[config.mk]
export PLATFORM = sky130hd
export DESIGN_NAME = rsis_sqrt
export DESIGN_NICKNAME = d
export VERILOG_FILES = /design/src/design/rsis_sqrt.sv
export SDC_FILE = /design/constraint.sdc
export NUM_CORES = 2
export LEC_CHECK = 0
export BUFFER_PORTS_ARGS = -buffer_cell sky130_fd_sc_hd__buf_2
export CAP_MARGIN = 15
export CELL_PAD_IN_SITES_DETAIL_PLACEMENT = 0
export CELL_PAD_IN_SITES_GLOBAL_PLACEMENT = 1
export CORE_MARGIN = 2
export CORE_UTILIZATION = 35
export DETAILED_ROUTE_END_ITERATION = 6
export GPL_ROUTABILITY_DRIVEN = 0
export GPL_TIMING_DRIVEN = 0
export PLACE_DENSITY_LB_ADDON = 0.1
export REMOVE_ABC_BUFFERS = 1
export SYNTH_ARGS = -nofsm -noshare
export SYNTH_HDL_FRONTEND = slang
export SYNTH_MEMORY_MAX_BITS = 65536
export SYNTH_SLANG_ARGS = --single-unit
[constraint.sdc]
create_clock -name clk -period 5 [get_ports clk]
set_input_delay 0.5 -clock clk [delete_from_list [all_inputs] [get_ports clk]]
set_output_delay 0.5 -clock clk [all_outputs]
set_load 0.02 [all_outputs]
[src/design/rsis_sqrt.sv]
// ---------------------------------------------------------------------------
// Pipelined integer square root
// Floor square root, one result bit resolved per register stage.
// ---------------------------------------------------------------------------
module rsis_sqrt #(
    parameter int NW     = 64,
    parameter int SIDE_W = 1
) (
    input  logic              clk,
    input  logic              rst_n,
    input  logic              en,
    input  logic              in_valid,
    input  logic [NW-1:0]     radicand,
    input  logic [SIDE_W-1:0] in_side,
    output logic              out_valid,
    output logic [NW/2-1:0]   root,
    output logic [SIDE_W-1:0] out_side
);

    localparam int ITER = NW / 2;

    logic [ITER:0]       valid_reg;
    logic [NW-1:0]       n_reg    [ITER+1];
    logic [NW-1:0]       r_reg    [ITER+1];
    logic [SIDE_W-1:0]   side_reg [ITER+1];
    logic [NW-1:0]       trial    [ITER];
    logic [ITER-1:0]     take;

    always_comb
    begin
        for (int k = 0; k < ITER; k++)
        begin
            trial[k] = r_reg[k] + (NW'(1) << (NW - 2 - 2 * k));
            take[k]  = n_reg[k] >= trial[k];
        end
    end

    always_ff @(posedge clk or negedge rst_n)
    begin
        if (!rst_n)
        begin
            valid_reg <= '0;
        end
        else if (en)
        begin
            valid_reg <= {valid_reg[ITER-1:0], in_valid};
        end
    end

    always_ff @(posedge clk)
    begin
        if (en)
        begin
            n_reg[0]    <= radicand;
            r_reg[0]    <= '0;
            side_reg[0] <= in_side;
            for (int k = 0; k < ITER; k++)
            begin
                if (take[k])
                begin
                    n_reg[k+1] <= n_reg[k] - trial[k];
                    r_reg[k+1] <= (r_reg[k] >> 1) + (NW'(1) << (NW - 2 - 2 * k));
                end
                else
                begin
                    n_reg[k+1] <= n_reg[k];
                    r_reg[k+1] <= r_reg[k] >> 1;
                end
                side_reg[k+1] <= side_reg[k];
            end
        end
    end

    assign out_valid = valid_reg[ITER];
    assign root      = r_reg[ITER][ITER-1:0];
    assign out_side  = side_reg[ITER];

endmodule

==> metrics.yaml <==
outcome:
  status: "completed"
sta:
  setup_viol: 0
  finalCritPeriodShare_pct: 97.7
  fin_hold_ws_ns: 0.210
  slew-limit-headroom_pct: 17.4
  finalCriticalPeriod_ns: 4.89
  drv_slew: 0
  worst_slew_pin_slew_ns: 1.23
  finClkSkew_ns: 0.0715
  fmaxAchievable_mhz: 205
  hold_viol_final: 0
  rsz0062_at_grt: "no"
route:
  dr_total_vias: 79379
  drtIter0Drc: 6353
  wl_per_cell_um: 21.2
  wirelength_um: 326000
  drc: 0
  vias_per_cell: 5.17
  first_pass_iters: 6
  ant_nets: 0
yosys:
  synth_warnings: 0
  synth_edf_count: 2609
  ys_seq_area_share_pct: 62.8
  synthDistinctLibCells: 94
  synth-seq-cells: 2642
  yosysMostFrequentCell: "edfxtp_1"
  synth_area_um2: 126000
  ys_top_cells_by_area: "edfxtp_1 (62%), ha_1 (5.5%), xnor2_1 (3.3%)"
  syn_area_per_cell_um2: 12.5
  yosysTopAreaCell: "edfxtp_1"
  synth_ff_type: "edfxtp_1"
  synth_top_cell_area_share_pct: 62.2
  ys_top_cells_by_count: "edfxtp_1 (2609), nand2_1 (771), inv_1 (690), o21ai_0 (571), nor2_1 (559)"
  async_flop_share_pct: 1.25
  syn_inst: 10063
job:
  cap_violations: 0
die:
  core_um2: 359000
  rows: 220
  die_w_um: 604
  die_y_um: 604
  initial_core_util_pct: 35.1
  ios: 103
  die-area_um2: 365000
setup_path:
  startpoint_type: "register"
  end_kind: "register"
  crit_start: "n_reg[30][38]"
  criticalPathCategory: "register to register"
  r2r_slack_ns: 0.11
  crit_required_ns: 5.64
  critPathMaxFanout: 7
  regToRegStartpoint: "n_reg[30][38]"
  cp.arrival_ns: 5.53
power_and_ir_drop:
  p_per_area_nw_per_um2: 456
  power_frac_seq_pct: 46.4
  clockPowerShare_pct: 33.5
  leakage_uw: 0.0522
  p_comb_share_pct: 20.1
  ir_drop_v: 0.000289
  p_int_uw: 46100
  switching_share_pct: 29.5
  p_switching_uw: 19200
clock_network:
  clockRootBuffer: "clkbuf_16"
  clock_sinks: 2642
  clk_path_buf_depth: 4
  path_clk_slew_ns: 0.06
  clk_latency_ns: 0.93
  htree_levels: 5
  cts-buffers-inserted: 308
  cts_tree: "yes"
final_layout:
  final_area_um2: 143000
  final_util_pct: 40.0
  seq_area_um2: 79200
  drive_gt1_share_pct: 7.54
  finish.net_count: 10980
  multi_input_area_um2: 43500
  areaGrowthSynthToFinish_pct: 13.7
  n_fill_cell: 33745
  largest_register_ffs: 2048
global_routing:
  grt_overflow: 0
  grt_pass1_wl_um: 490000
  busiest_layer: "met2"
  grt.met3_usage_pct: 2.96
  grt_use_met1_pct: 24.5
  grt_use_met2_pct: 28.1
  grt_pass1_vias: 77887
  grt_max_degree: 182
  antenna_found_initial: 15
  gr-usage-all-layers_pct: 17.4
placed_design:
  port_buffers: 102
  placed_area_um2: 133000
  place_hpwl_um: 244000
worst_hold_path:
  hold_path.class: "input port to async pin"
[cell usage in the layout, fill, tap and decap left out, types with 49 or more instances in the layout]
master and instances:
o21ai_0 571, clkbuf_1 57, xor2_1 433, nand2_1 771, nand3_1 187, ha_1 558, dlygate4sd3_1 67, nor4b_1 65
buf_2 112, clkinv_1 63, edfxtp_1 2609, nand4_1 187, nor2b_1 61, o21bai_1 57, xnor2_1 470, a21o_1 200
o21a_1 84, a21oi_1 523, a211oi_1 49, clkbuf_16 318, or3_1 96, or2_2 52, nor2_1 559, inv_1 690
nand2b_1 94, nor3_1 285, mux2_2 84, or4_1 78, nor4_1 381
[worst max-delay path: stages, from the launching register on]
cell,delay (ns)
edfxtp_1,0.48
nor4_1,0.83
nor3b_1,0.73
nand4_1,0.55
nor4_1,0.52
a31oi_1,0.23
o211a_1,0.20
a21oi_1,0.68
nand4_1,0.23
xnor2_1,0.17
[metrics by stage]
step | TNS, ns | total power (uW) | instances | worst slack [ns]
floorplan | -92.18 | 39000 | 9810 | -1.15
finish | 0 | 65300 | 15366 | 0.114
global route | 0 | 68800 | 15361 | 0.00573
global placement | - | 45600 | 14685 | -56.58
CTS | 0 | 66200 | 15340 | 0.0325
detailed placement | -397.41 | 43800 | 14733 | -1.85
[power groups by stage]
stage	sequential [uW]	combinational (uW)	clock, uW
finish	30300	13100	21900
global route	30700	14700	23500
CTS	30400	13100	22700
detailed placement	30800	13000	0
global placement	32700	12900	0
floorplan	29700	9320	0
[worst paths after layout]
check,cells past startpoint,endpoint
min in group clk,2,r_reg[17][40]
max in group asynchronous,2,valid_reg[10]
worst max register to register,9,n_reg[31][54]
worst max-delay path,9,n_reg[31][54]
worst min-delay path,2,valid_reg[31]
worst min register to register,0,side_reg[29]
[timing repair]
action | in CTS | in global routing
setup buffers | 1 | 4
resized for setup | 5 | 4
hold endpoints to repair | 99 | 0
setup endpoints to repair | 192 | 159
hold buffers | 67 | 0
pin swaps | 1 | 1
cloned | 4 | 2
[cells by family (layout without fill, tap and decap cells)]
kind of cell | Yosys count | in the layout | share of synthesized area [%]
adders and majority gates | 558 | 558 | 5.54
muxes | 93 | 93 | 0.822
DFF | 2642 | 2642 | 62.8
buffers and inverters | 944 | 1459 | 2.83
AOI/OAI and AO/OA | 1846 | 1846 | 9.03
and+or+nand+nor | 3077 | 3077 | 12.7
xor gates and xnor gates | 903 | 903 | 6.28
other | 0 | 15 | 0
[per-layer routing]
| layer | vias to the layer above | routed length [um] | part of all wire, % |
|---|---|---|---|
| li1 | 38390 | - | - |
| met5 | - | 0 | 0 |
| met3 | 370 | 16900 | 5.2 |
| met2 | 1570 | 150000 | 46 |
| met1 | 39049 | 152000 | 47 |
| met4 | 0 | 6720 | 2.1 |
[area by class of cell]
class | count | share of cell area [%]
diodes | 15 | 0.0262
clock buffers | 374 | 5.68
clock inverters | 161 | 1.09
inverters | 691 | 1.81
multi-input cells | 6477 | 30.4
flip-flops and latches | 2642 | 55.2
well taps | 4773 | 4.17
repair buffers | 233 | 1.63
(Power assumes the default switching activity.)
